## src/sv/wdd_pkg.sv

```systemverilog
// Shared types and constants for the weight drop event detector.
// No dependencies; imported by the channel interfaces and the top level.
package wdd_pkg;

  localparam int unsigned REG_W      = 10;
  localparam int unsigned CFG_IDX_W  = 3;
  localparam int unsigned LEVEL_W    = 16;
  localparam int unsigned AMOUNT_W   = 13;
  localparam int unsigned TOTAL_W    = 16;
  localparam int unsigned TENTHS_W   = 14;

  typedef enum logic [1:0] {
    OP_SAMPLE      = 2'd0,
    OP_RESET_TOTAL = 2'd1,
    OP_FORCE_BASE  = 2'd2,
    OP_CLEAR_ALL   = 2'd3
  } op_e;

  typedef enum logic [2:0] {
    EV_BASELINE_SET = 3'd0,
    EV_DRIFT        = 3'd1,
    EV_HELD         = 3'd2,
    EV_SMALL_DRINK  = 3'd3,
    EV_LARGE_DRINK  = 3'd4,
    EV_REFILL       = 3'd5,
    EV_CMD_DONE     = 3'd6
  } event_e;

  // Register indexes on the configuration port
  localparam logic [CFG_IDX_W-1:0] REG_DRINK_MIN    = 3'd0;
  localparam logic [CFG_IDX_W-1:0] REG_LARGE_DRINK  = 3'd1;
  localparam logic [CFG_IDX_W-1:0] REG_REFILL_MIN   = 3'd2;
  localparam logic [CFG_IDX_W-1:0] REG_DRIFT_MAX    = 3'd3;
  localparam logic [CFG_IDX_W-1:0] REG_DISPLAY_STEP = 3'd4;

  localparam logic [REG_W-1:0] DRINK_MIN_RST    = 10'd30;
  localparam logic [REG_W-1:0] LARGE_DRINK_RST  = 10'd150;
  localparam logic [REG_W-1:0] REFILL_MIN_RST   = 10'd100;
  localparam logic [REG_W-1:0] DRIFT_MAX_RST    = 10'd10;
  localparam logic [REG_W-1:0] DISPLAY_STEP_RST = 10'd50;

  // Valid baseline window in tenths of ml
  localparam logic signed [LEVEL_W-1:0] BASE_MIN_TENTH = -16'sd1000;
  localparam logic signed [LEVEL_W-1:0] BASE_MAX_TENTH = 16'sd10000;

  localparam logic [TOTAL_W-1:0] TOTAL_MAX = 16'hFFFF;

  // x / 10 as (x * 52429) >> 19, exact for x below 43699
  localparam logic [16:0] DIV10_MUL   = 17'd52429;
  localparam int unsigned DIV10_SHIFT = 19;

  // Whole ml to tenths: 10*x = 8*x + 2*x
  function automatic logic [TENTHS_W-1:0] to_tenths(input logic [REG_W-1:0] x);
    logic [TENTHS_W-1:0] w;
    w = {{(TENTHS_W-REG_W){1'b0}}, x};
    return (w << 3) + (w << 1);
  endfunction

endpackage

```

## src/sv/wdd_in_if.sv

```systemverilog
// Sample / command channel of the detector: valid, ready and payload.
// Depends on wdd_pkg.
interface wdd_in_if import wdd_pkg::*; ();
  logic                      valid;
  logic                      ready;
  logic [1:0]                opcode;
  logic signed [LEVEL_W-1:0] level_tenth_ml;

  modport source (output valid, opcode, level_tenth_ml, input ready);
  modport sink   (input valid, opcode, level_tenth_ml, output ready);
endinterface

```

## src/sv/wdd_out_if.sv

```systemverilog
// Result channel of the detector: valid, ready and payload.
// Depends on wdd_pkg.
interface wdd_out_if import wdd_pkg::*; ();
  logic                valid;
  logic                ready;
  logic [2:0]          event_res;
  logic [AMOUNT_W-1:0] drunk_ml;
  logic [TOTAL_W-1:0]  day_sum_ml;
  logic [TOTAL_W-1:0]  drinks_today;
  logic                display_refresh;

  modport source (output valid, event_res, drunk_ml, day_sum_ml, drinks_today,
                  display_refresh, input ready);
  modport sink   (input valid, event_res, drunk_ml, day_sum_ml, drinks_today,
                  display_refresh, output ready);
endinterface

```

## src/sv/weight_drop_event_detector_unit.sv

```systemverilog
// The input register holds an accepted item until the result register is free, which
// then takes it. Throughput: one item per cycle while out_o.ready does not stall;
// the baseline/total update is a combinational loop through the delta subtract,
// divide-by-ten multiply and saturating add, closed by the state registers.
// Reset: rst_ni clears both pipeline valids, baseline, daily total, count and
// last shown total, and loads the threshold registers with their defaults.
module weight_drop_event_detector_unit import wdd_pkg::*; (
  input  logic                 clk_i,
  input  logic                 rst_ni,
  input  logic                 cfg_we_i,
  input  logic [CFG_IDX_W-1:0] cfg_idx_i,
  input  logic [REG_W-1:0]     cfg_data_i,
  wdd_in_if.sink               in_i,
  wdd_out_if.source            out_o
);

  // Threshold registers
  logic [REG_W-1:0] drink_min_q, large_drink_q, refill_min_q, drift_max_q, display_step_q;

  always_ff @(posedge clk_i or negedge rst_ni) begin
    if (!rst_ni) begin
      drink_min_q    <= DRINK_MIN_RST;
      large_drink_q  <= LARGE_DRINK_RST;
      refill_min_q   <= REFILL_MIN_RST;
      drift_max_q    <= DRIFT_MAX_RST;
      display_step_q <= DISPLAY_STEP_RST;
    end else if (cfg_we_i) begin
      if (cfg_idx_i == REG_DRINK_MIN)    drink_min_q    <= cfg_data_i;
      if (cfg_idx_i == REG_LARGE_DRINK)  large_drink_q  <= cfg_data_i;
      if (cfg_idx_i == REG_REFILL_MIN)   refill_min_q   <= cfg_data_i;
      if (cfg_idx_i == REG_DRIFT_MAX)    drift_max_q    <= cfg_data_i;
      if (cfg_idx_i == REG_DISPLAY_STEP) display_step_q <= cfg_data_i;
    end
  end

  // Handshake
  logic s1_valid_q, out_valid_q;
  logic s1_fire, in_fire, out_free;

  assign out_free  = !out_valid_q || out_o.ready;
  assign s1_fire   = s1_valid_q && out_free;
  assign in_i.ready = !s1_valid_q || out_free;
  assign in_fire   = in_i.valid && in_i.ready;

  // Input register
  op_e                       s1_op_q;
  logic signed [LEVEL_W-1:0] s1_level_q;

  always_ff @(posedge clk_i or negedge rst_ni) begin
    if (!rst_ni) begin
      s1_valid_q <= 1'b0;
    end else if (in_i.ready) begin
      s1_valid_q <= in_i.valid;
    end
  end

  always_ff @(posedge clk_i) begin
    if (in_fire) begin
      s1_op_q    <= op_e'(in_i.opcode);
      s1_level_q <= in_i.level_tenth_ml;
    end
  end

  // Detector state
  logic signed [LEVEL_W-1:0] base_q, base_d;
  logic                      base_vld_q, base_vld_d;
  logic [TOTAL_W-1:0]        total_q, total_d, count_q, count_d, shown_q, shown_d;

  // Datapath
  logic signed [16:0]   delta, delta_neg_refill, drink_t, large_t, drift_t;
  logic [16:0]          mag;
  logic [32:0]          div_prod;
  logic [AMOUNT_W-1:0]  amount;
  logic [16:0]          sum;
  logic [TOTAL_W-1:0]   total_sat, shown_diff;
  event_e               ev_d;
  logic [AMOUNT_W-1:0]  amount_d;
  logic                 refresh_d;

  assign delta   = {base_q[15], base_q} - {s1_level_q[15], s1_level_q};
  assign drink_t = $signed({3'b000, to_tenths(drink_min_q)});
  assign large_t = $signed({3'b000, to_tenths(large_drink_q)});
  assign drift_t = $signed({3'b000, to_tenths(drift_max_q)});
  assign delta_neg_refill = -$signed({3'b000, to_tenths(refill_min_q)});
  assign mag     = delta[16] ? 17'(-delta) : 17'(delta);

  // delta is non-negative and below 43699 whenever the quotient is used
  assign div_prod  = {17'd0, delta[15:0]} * {16'd0, DIV10_MUL};
  assign amount    = div_prod[DIV10_SHIFT +: AMOUNT_W];
  assign sum       = {1'b0, total_q} + {4'd0, amount};
  assign total_sat = sum[16] ? TOTAL_MAX : sum[15:0];
  assign shown_diff = (total_sat >= shown_q) ? total_sat - shown_q : shown_q - total_sat;

  always_comb begin
    base_d     = base_q;
    base_vld_d = base_vld_q;
    total_d    = total_q;
    count_d    = count_q;
    shown_d    = shown_q;
    ev_d       = EV_CMD_DONE;
    amount_d   = '0;
    refresh_d  = 1'b0;
    unique case (s1_op_q)
      OP_RESET_TOTAL: begin
        total_d = '0;
        count_d = '0;
        shown_d = '0;
      end
      OP_FORCE_BASE: begin
        base_d     = s1_level_q;
        base_vld_d = 1'b1;
      end
      OP_CLEAR_ALL: begin
        base_d     = '0;
        base_vld_d = 1'b0;
        total_d    = '0;
        count_d    = '0;
        shown_d    = '0;
      end
      OP_SAMPLE: begin
        priority if (!base_vld_q || base_q < BASE_MIN_TENTH || base_q > BASE_MAX_TENTH) begin
          base_d     = s1_level_q;
          base_vld_d = 1'b1;
          ev_d       = EV_BASELINE_SET;
        end else if (delta >= drink_t) begin
          ev_d     = (delta >= large_t) ? EV_LARGE_DRINK : EV_SMALL_DRINK;
          amount_d = amount;
          base_d   = s1_level_q;
          total_d  = total_sat;
          count_d  = (count_q == TOTAL_MAX) ? count_q : count_q + 16'd1;
          if (shown_diff >= {6'd0, display_step_q}) begin
            refresh_d = 1'b1;
            shown_d   = total_sat;
          end
        end else if (delta <= delta_neg_refill) begin
          base_d = s1_level_q;
          ev_d   = EV_REFILL;
        end else if (mag < 17'(drift_t)) begin
          base_d = s1_level_q;
          ev_d   = EV_DRIFT;
        end else begin
          ev_d = EV_HELD;
        end
      end
      default: ;
    endcase
  end

  always_ff @(posedge clk_i or negedge rst_ni) begin
    if (!rst_ni) begin
      base_q     <= '0;
      base_vld_q <= 1'b0;
      total_q    <= '0;
      count_q    <= '0;
      shown_q    <= '0;
    end else if (s1_fire) begin
      base_q     <= base_d;
      base_vld_q <= base_vld_d;
      total_q    <= total_d;
      count_q    <= count_d;
      shown_q    <= shown_d;
    end
  end

  // Result register
  event_e              out_ev_q;
  logic [AMOUNT_W-1:0] out_amount_q;
  logic [TOTAL_W-1:0]  out_total_q, out_count_q;
  logic                out_refresh_q;

  always_ff @(posedge clk_i or negedge rst_ni) begin
    if (!rst_ni) begin
      out_valid_q <= 1'b0;
    end else if (out_free) begin
      out_valid_q <= s1_valid_q;
    end
  end

  always_ff @(posedge clk_i) begin
    if (s1_fire) begin
      out_ev_q      <= ev_d;
      out_amount_q  <= amount_d;
      out_total_q   <= total_d;
      out_count_q   <= count_d;
      out_refresh_q <= refresh_d;
    end
  end

  assign out_o.valid           = out_valid_q;
  assign out_o.event_res       = out_ev_q;
  assign out_o.drunk_ml        = out_amount_q;
  assign out_o.day_sum_ml      = out_total_q;
  assign out_o.drinks_today    = out_count_q;
  assign out_o.display_refresh = out_refresh_q;

  // Checks
  a_amount_only_drink: assert property (@(posedge clk_i) disable iff (!rst_ni)
    (out_valid_q && out_ev_q != EV_SMALL_DRINK && out_ev_q != EV_LARGE_DRINK)
      |-> (out_amount_q == '0 && !out_refresh_q))
    else $error("amount or refresh set on a non-drink result");

  a_count_monotonic: assert property (@(posedge clk_i) disable iff (!rst_ni)
    (s1_fire && s1_op_q == OP_SAMPLE) |=> (count_q >= $past(count_q)))
    else $error("drink count decreased on a sample");

  a_ready_when_empty: assert property (@(posedge clk_i) disable iff (!rst_ni)
    !out_valid_q |-> in_i.ready)
    else $error("input stalled with empty result register");

  a_result_follows: assert property (@(posedge clk_i) disable iff (!rst_ni)
    s1_fire |=> out_valid_q)
    else $error("advanced item produced no result");

endmodule
```

## src/flat_wrapper.sv

```systemverilog
// flat-port wrapper written by rule: the top's interface ports become plain ports
module weight_drop_event_detector_unit_flat import wdd_pkg::*;
  (clk_i, rst_ni, cfg_we_i, cfg_idx_i, cfg_data_i, in_i_valid, in_i_opcode, in_i_level_tenth_ml, in_i_ready, out_o_valid, out_o_event_res, out_o_drunk_ml, out_o_day_sum_ml, out_o_drinks_today, out_o_display_refresh, out_o_ready);
  wdd_in_if in_i_i ();
  wdd_out_if out_o_i ();
  input  logic clk_i;
  input  logic rst_ni;
  input  logic cfg_we_i;
  input  logic [CFG_IDX_W-1:0] cfg_idx_i;
  input  logic [REG_W-1:0] cfg_data_i;
  input wire logic [$bits(in_i_i.valid)-1:0] in_i_valid;
  input wire logic [$bits(in_i_i.opcode)-1:0] in_i_opcode;
  input wire logic [$bits(in_i_i.level_tenth_ml)-1:0] in_i_level_tenth_ml;
  output wire logic [$bits(in_i_i.ready)-1:0] in_i_ready;
  output wire logic [$bits(out_o_i.valid)-1:0] out_o_valid;
  output wire logic [$bits(out_o_i.event_res)-1:0] out_o_event_res;
  output wire logic [$bits(out_o_i.drunk_ml)-1:0] out_o_drunk_ml;
  output wire logic [$bits(out_o_i.day_sum_ml)-1:0] out_o_day_sum_ml;
  output wire logic [$bits(out_o_i.drinks_today)-1:0] out_o_drinks_today;
  output wire logic [$bits(out_o_i.display_refresh)-1:0] out_o_display_refresh;
  input wire logic [$bits(out_o_i.ready)-1:0] out_o_ready;
  assign in_i_i.valid = in_i_valid;
  assign in_i_i.opcode = in_i_opcode;
  assign in_i_i.level_tenth_ml = in_i_level_tenth_ml;
  assign in_i_ready = in_i_i.ready;
  assign out_o_valid = out_o_i.valid;
  assign out_o_event_res = out_o_i.event_res;
  assign out_o_drunk_ml = out_o_i.drunk_ml;
  assign out_o_day_sum_ml = out_o_i.day_sum_ml;
  assign out_o_drinks_today = out_o_i.drinks_today;
  assign out_o_display_refresh = out_o_i.display_refresh;
  assign out_o_i.ready = out_o_ready;
  weight_drop_event_detector_unit u_core (.clk_i(clk_i), .rst_ni(rst_ni), .cfg_we_i(cfg_we_i), .cfg_idx_i(cfg_idx_i), .cfg_data_i(cfg_data_i), .in_i(in_i_i), .out_o(out_o_i));
endmodule
```

## config.mk

```make
export PLATFORM = sky130hd
export DESIGN_NAME = weight_drop_event_detector_unit_flat
export DESIGN_NICKNAME = d
export VERILOG_FILES = /design/src/sv/wdd_pkg.sv /design/src/sv/wdd_in_if.sv /design/src/sv/wdd_out_if.sv /design/src/sv/weight_drop_event_detector_unit.sv /design/src/flat_wrapper.sv
export SDC_FILE = /design/constraint.sdc
export NUM_CORES = 1
export LEC_CHECK = 0
export ABC_CLOCK_PERIOD_IN_PS = 31400
export CAP_MARGIN = 10
export CORE_MARGIN = 1.5
export CORE_UTILIZATION = 35
export CTS_BUF_LIST = sky130_fd_sc_hd__clkbuf_4
export DETAILED_ROUTE_END_ITERATION = 12
export DONT_BUFFER_PORTS = 1
export SETUP_SLACK_MARGIN = 0.2
export SYNTH_ARGS = -nofsm -noshare
export SYNTH_HDL_FRONTEND = slang
export SYNTH_SLANG_ARGS = --single-unit
export TNS_END_PERCENT = 50
```

## constraint.sdc

```tcl
create_clock -name clk_i -period 31.4 [get_ports clk_i]
set_input_delay 1.57 -clock clk_i [delete_from_list [all_inputs] [get_ports clk_i]]
set_output_delay 1.57 -clock clk_i [all_outputs]
set_load 0.01 [all_outputs]
```

==> results.ini, run 1 <==
[placement]
routabilityCongestion = 0.896
dpl.hpwl_mm = 39.8
port_buffers = 0

[logic_synthesis]
async_flop_share_pct = 63.6
netlist_area_sq_mm = 0.0189
yosys.area_share.simple_pct = 13.1
synth_mux_area_share_pct = 2.86
yosysWarnings = 0
synth_edf_count = 67
ys_seq_elements = 184
synth_adder_area_share_pct = 27.7
synth_cells = 1989
synth_top_family_by_area = adder cells
yosysUniqueCellTypes = 104
syn_nets = 2392
synth_xor_area_share_pct = 6.63
ys.flop_type = dfrtp_1
syn_area_per_cell_sq_um = 9.51
synth_compound_area_share_pct = 17.1
seq_area_frac_synth_pct = 26.2

[timing]
fmax_mhz = 66.8
finalSetupViolations = 0
rsz0062_at_grt = no
tns_ns = 0
slew_viol_final = 0
finalHoldViolations = 0
final.period_utilization_pct = 47.7
slew_headroom_pct = 25.6
finClkSkew_ns = 0.0324
tightest_slew_ns = 1.12
period_minus_slack_ns = 14.97

[grt]
grt_pass1_vias = 14279
antenna_found_initial = 3
grt_max_degree = 118
grt.overflow.total = 0
grt_pass1_wl_mm = 79.4
grt_usage_pct = 18.1

[drt]
ant_nets = 0
drt_pass1_iterations = 5
first_iter_violations = 926
wire_per_inst_microns = 18.5
vias = 14368
drc = 0
routed_wl_mm = 49.5
vias_per_cell = 5.36

[clocking]
h-tree-depth = 4
clkTransAtPathRegs_ns = 0.14
clock_latency_ns = 0.67
cts_resized = 0
root_buffer = clkbuf_4
clock-sinks = 184
cts_buffers = 17
clockBufferDepth = 2
cts_tree = built
post_cts_buffers = 0
cts_hold_buffers = 0

[outcome]
status = finished, final reports clean

[setup_path]
path_max_fanout = 15
end_kind = flip-flop
rr_startpoint = u_core.base_q[7]
max_stage_delay_ns = 0.63
worst_ep_arrival_time_ns = 15.49
setup.worst_path.start_class = flip-flop
crit_path_end = u_core.shown_q[14]
startpoint = u_core.base_q[7]
reg2reg_to = u_core.shown_q[14]
r2r_cells = 52
required_ns = 31.91
slowest_stage = xor2_1
worstSetupPathType = flip-flop to flip-flop
rrSetupSlack_ns = 16.43

[min_path]
whs_path_depth = 2
hold_class = flip-flop to flip-flop

[floorplanning]
fp.dieH_microns = 235
die_width_microns = 235
start_util_pct = 35.3
die-area_sq_mm = 0.0555
core.rowCount = 85
pin_count = 87
coreArea_sq_mm = 0.0536

[cells_and_area]
final_common_cell = ha_1
nets = 2371
final_cell_mix = ha_1, inv_1, nand2_1, nor2_1, dfrtp_1
drive_gt1_share_pct = 7.98
layout-area-overhead-vs-synth_pct = 5.37

[run]
cap_violations = 0

==> layer usage <==
layer / GRT usage (%) / vias up / wire length, microns
li1: - / 6952 / -
met1: 25.8 / 7027 / 24000
met2: 28.1 / 324 / 22200
met3: 2.49 / 65 / 1860
met4: 6.28 / 0 / 1450
met5: 0 / - / 0
==> flip-flops by register name (all words and copies together) (netlist names) <==
name                          flops
u_core.s1_level_q                16
u_core.total_q                   16
u_core.s1_op_q                    2
u_core.refill_min_q              10
u_core.out_o.day_sum_ml          16
u_core.out_o.valid                1
u_core.base_vld_q                 1
u_core.out_o.drunk_ml            13
u_core.out_o.drinks_today        16
u_core.s1_valid_q                 1
u_core.out_o.event_res            3
u_core.count_q                   16
u_core.shown_q                   16
u_core.out_o.display_refresh      1
u_core.base_q                    16
u_core.drink_min_q               10
u_core.drift_max_q               10
u_core.display_step_q            10
u_core.large_drink_q             10
==> final cells by class <==
cell class              instances  area [sq um]
multi-input cells            1500         12800
flip-flops and latches        184          4960
repair buffers                 15           113
clock buffers                  17           128
well taps                     696           871
inverters                     250           941
diodes                          2          5.00
fillers                      5429         33700
clock inverters                15           141
==> cell usage after synthesis, drive strengths merged (7+ instances only) <==
library cell | instances | area, sq um
clkbuf | 32 | 120
a21oi | 101 | 509
dfstp | 16 | 420
a22oi | 9 | 67.6
o21bai | 21 | 158
ha | 289 | 3620
nand2b | 22 | 138
nor2b | 23 | 144
a211oi | 31 | 243
a21o | 50 | 383
or2 | 14 | 87.6
fa | 78 | 1560
mux2 | 29 | 327
a31oi | 14 | 133
or3 | 9 | 56.3
o211ai | 12 | 109
nand4 | 11 | 68.8
o31a | 7 | 62.6
o21ai | 95 | 479
buf | 23 | 141
maj3 | 7 | 71.3
a22o | 19 | 166
nand3 | 30 | 150
mux2i | 21 | 214
nand2 | 132 | 498
xor2 | 39 | 342
nor3 | 35 | 201
and3 | 23 | 144
and2 | 14 | 87.6
o21a | 13 | 97.6
dfrtp | 101 | 2530
nor4 | 10 | 103
xnor2 | 97 | 868
edfxtp | 67 | 2010
o221ai | 11 | 96.3
inv | 250 | 941
nor3b | 11 | 109
nor2 | 125 | 479
==> through the flow <==
stage	utilization, %	cells	setup WS [ns]	hold WS, ns	cell area (sq um)
3_5_place_dp	36.7	2645	16.37	0.488	19700
2_1_floorplan	-	1989	18.25	0.450	18900
6_report	37.2	2679	16.43	0.519	19900
5_1_grt	37.2	2679	15.31	0.515	19900
3_3_place_gp	36.7	2645	16.79	0.475	19700
4_1_cts	37.2	2677	16.32	0.477	19900
==> kinds of logic (layout without fill, tap and decap cells) <==
logic type | Yosys count | count (layout)
other cells | 0 | 2
fa+ha+maj | 374 | 374
mux | 50 | 50
buf+inv | 305 | 297
compound gates | 457 | 457
xor+xnor | 138 | 138
flops | 184 | 184
simple gates | 481 | 481
==> worst min path at each step <==
stage                             startpoint                 end
after floorplan            u_core.base_vld_q   u_core.base_vld_q
after global placement    u_core.shown_q[15]  u_core.shown_q[15]
after detailed placement  u_core.shown_q[15]  u_core.shown_q[15]
after CTS                             rst_ni  u_core.total_q[10]
after global routing                  rst_ni   u_core.shown_q[0]
final                     u_core.shown_q[15]  u_core.shown_q[15]
==> worst max-delay path, delay by kind of cell (launching register included) <==
family / cells / cell delay [ns]
buffers and inverters: 5 / 0.52
multiplexers: 1 / 0.28
AND/OR/NAND/NOR: 7 / 1.81
AO/OA/AOI/OAI: 26 / 6.52
flip-flops: 1 / 0.43
adder cells (fa/ha/maj): 11 / 4.44
XOR/XNOR: 2 / 0.82
Power of run 1 is not shown: default switching activity piles up to over one toggle a cycle in this logic, so the estimate is an artifact.
==> inputs of run 2 (changes only) <==
- ABC_AREA: default -> 1
- ABC_CLOCK_PERIOD_IN_PS: 31400 -> 13050
- clock period: 31.4 -> 13.05 ns (I/O delays scaled with it)
==> run 2 against run 1 <==
  * Area after synthesis is 7.2% higher
  * First-iteration DRC count rose by 26%
  * Final cell count rose by 32%
  * Sequential share of layout area shrank 2.1 points
  * Worst hold slack worse by 0.42 ns
  * Critical path depth up 9
  * Sequential cell count unchanged
  * Non-clock buffer count rose by 21
  * Register-to-register slack lost 15 ns
==> results.ini, run 2 <==
[outcome]
status = finished, final reports clean

[setup_path]
crit_top_cell = nand2_1
end_kind = flip-flop
worstSetupPathType = flip-flop to flip-flop
worst_ep_arrival_time_ns = 12.45
max_stage_delay_ns = 0.57
slowest_stage = fa_1
setup.worst_path.start_class = flip-flop
required_ns = 13.69
path_max_fanout = 18

[timing]
slew_headroom_pct = 39.5
final.period_utilization_pct = 90.5
finalSetupViolations = 0
fmax_mhz = 84.7
period_minus_slack_ns = 11.81
rsz0062_at_grt = no
slew_viol_final = 0
tightest_slew_ns = 0.906
tns_ns = 0
finalHoldViolations = 0
hold_slack_ns = 0.103
finClkSkew_ns = 0.0533

[placement]
port_buffers = 0
routabilityCongestion = 0.894
dpl.hpwl_mm = 43.8
dp_cells = 3492

[logic_synthesis]
yosysTopAreaCell = ha_1
synth_compound_area_share_pct = 9.12
synth_area_leaders = ha_1, nand2_1, dfrtp_1
syn_nets = 3160
synth_xor_area_share_pct = 4.28
yosysUniqueCellTypes = 55
yosys.area_share.simple_pct = 26.2
yosysWarnings = 0
synth_cells = 2757
synth_edf_count = 67
synth_mux_area_share_pct = 0.0988
synth_common_cells = nand2_1, inv_1, ha_1
synth_top_family_by_area = simple AND/OR/NAND/NOR gates
netlist_area_sq_mm = 0.0203
synth_adder_area_share_pct = 25.5
synth_top_area_share_pct = 17.8
syn_area_per_cell_sq_um = 7.35
seq_area_frac_synth_pct = 24.5
ys_seq_elements = 184
async_flop_share_pct = 63.6
synth.most_common_cell = nand2_1
ys.flop_type = dfrtp_1

[cells_and_area]
nets = 3169
final_cell_mix = nand2_1, inv_1, ha_1, nand3_1, nor2_1
layout-area-overhead-vs-synth_pct = 7.23
stdcell_count = 3545
nFillCells = 6100
final_common_cell = nand2_1
drive_gt1_share_pct = 4.97
multi_input_area_sq_mm = 0.0133
area.sequential_sq_mm = 0.00496
fin_util_pct = 37.8

[floorplanning]
die_width_microns = 244
die-area_sq_mm = 0.0594
start_util_pct = 35.3
pin_count = 87
coreArea_sq_mm = 0.0575
fp.dieH_microns = 244
core.rowCount = 88

[drt]
vias = 17403
wire_per_inst_microns = 15.5
vias_per_cell = 4.91
routed_wl_mm = 55.1
drt_pass1_iterations = 6
drc = 0
first_iter_violations = 1167
ant_nets = 0

[clocking]
cts_tree = built
post_cts_buffers = 0
clockBufferDepth = 2
clock-sinks = 184
root_buffer = clkbuf_4
cts_buffers = 17
clkTransAtPathRegs_ns = 0.18
h-tree-depth = 4
clock_latency_ns = 0.73

[grt]
grt_max_degree = 118
grt_usage_pct = 19.0
grt_pass1_wl_mm = 90.1
antenna_found_initial = 3
grt_pass1_vias = 16991
grt.overflow.total = 0

[run]
cap_violations = 0

[min_path]
hold_class = primary input to flip-flop

==> run 2: cell types whose count changed after synthesis, moves of 37 or more <==
cell,previous run,this run
nand2_1,131,713
nor2_1,121,182
nand3_1,30,191
xnor2_1,96,21
a21o_1,49,12
inv_1,246,492
xor2_1,39,78
o21ai_0,65,135
==> run 2: worst paths after layout <==
check	slack, ns	startpoint	endpoint	cells after the start
max	1.24	u_core.base_q[0]	u_core.shown_q[1]	61
min	0.10	out_o_ready	u_core.out_o.valid	3
max reg2reg	1.24	u_core.base_q[0]	u_core.shown_q[1]	61
min reg2reg	0.50	u_core.display_step_q[1]	u_core.display_step_q[1]	2
max in group asynchronous	11.92	rst_ni	u_core.base_q[2]	2
min in group asynchronous	0.49	rst_ni	u_core.count_q[3]	2
==> run 2: cell type report <==
type | instances | share of cell area [%]
multi-input cells | 2031 | 61.2
clock inverters | 15 | 0.840
flip-flops and latches | 184 | 22.8
repair buffers | 36 | 1.55
clock buffers | 17 | 0.587
inverters | 496 | 8.57
diodes | 1 | 0.0115
well taps | 765 | 4.40
==> run 2: worst max-delay path, delay by kind of cell, from the launching register on <==
kind,cells,cell delay (ns)
compound gates,6,1.01
fa+ha+maj,13,5.27
xor+xnor,2,0.49
buf+inv,10,0.86
simple gates,29,3.43
flops,1,0.44
mux,1,0.24
==> run 2: per-stage QoR <==
step                      setup WS [ns]  area, sq um
after floorplan                    1.76        20300
after global placement            0.394        21100
after detailed placement          0.300        21100
after CTS                         0.231        21700
after global routing              0.214        21700
final                              1.24        21700
==> run 2: layer usage <==
metal  GRT usage, %  wire [microns]
met5              0              21
met1           26.4           26700
met4           5.88            1320
met2           30.5           24600
met3           2.81            2520
==> run 2: repair_timing <==
action,CTS,global route
hold buffers,20,0
hold endpoints to repair,135,0
resized for setup,0,16
endpoints found under the setup margin,0,17
==> run 2: logic make-up (layout without fill, tap and decap cells) <==
logic type,Yosys count,in the layout
adders and majority gates,367,367
xor gates and xnor gates,99,99
other,0,1
AOI/OAI and AO/OA,330,330
muxes,2,2
and+or+nand+nor,1233,1233
DFF,184,184
buffers and inverters,542,564
Power of run 2 is left out for the same reason.
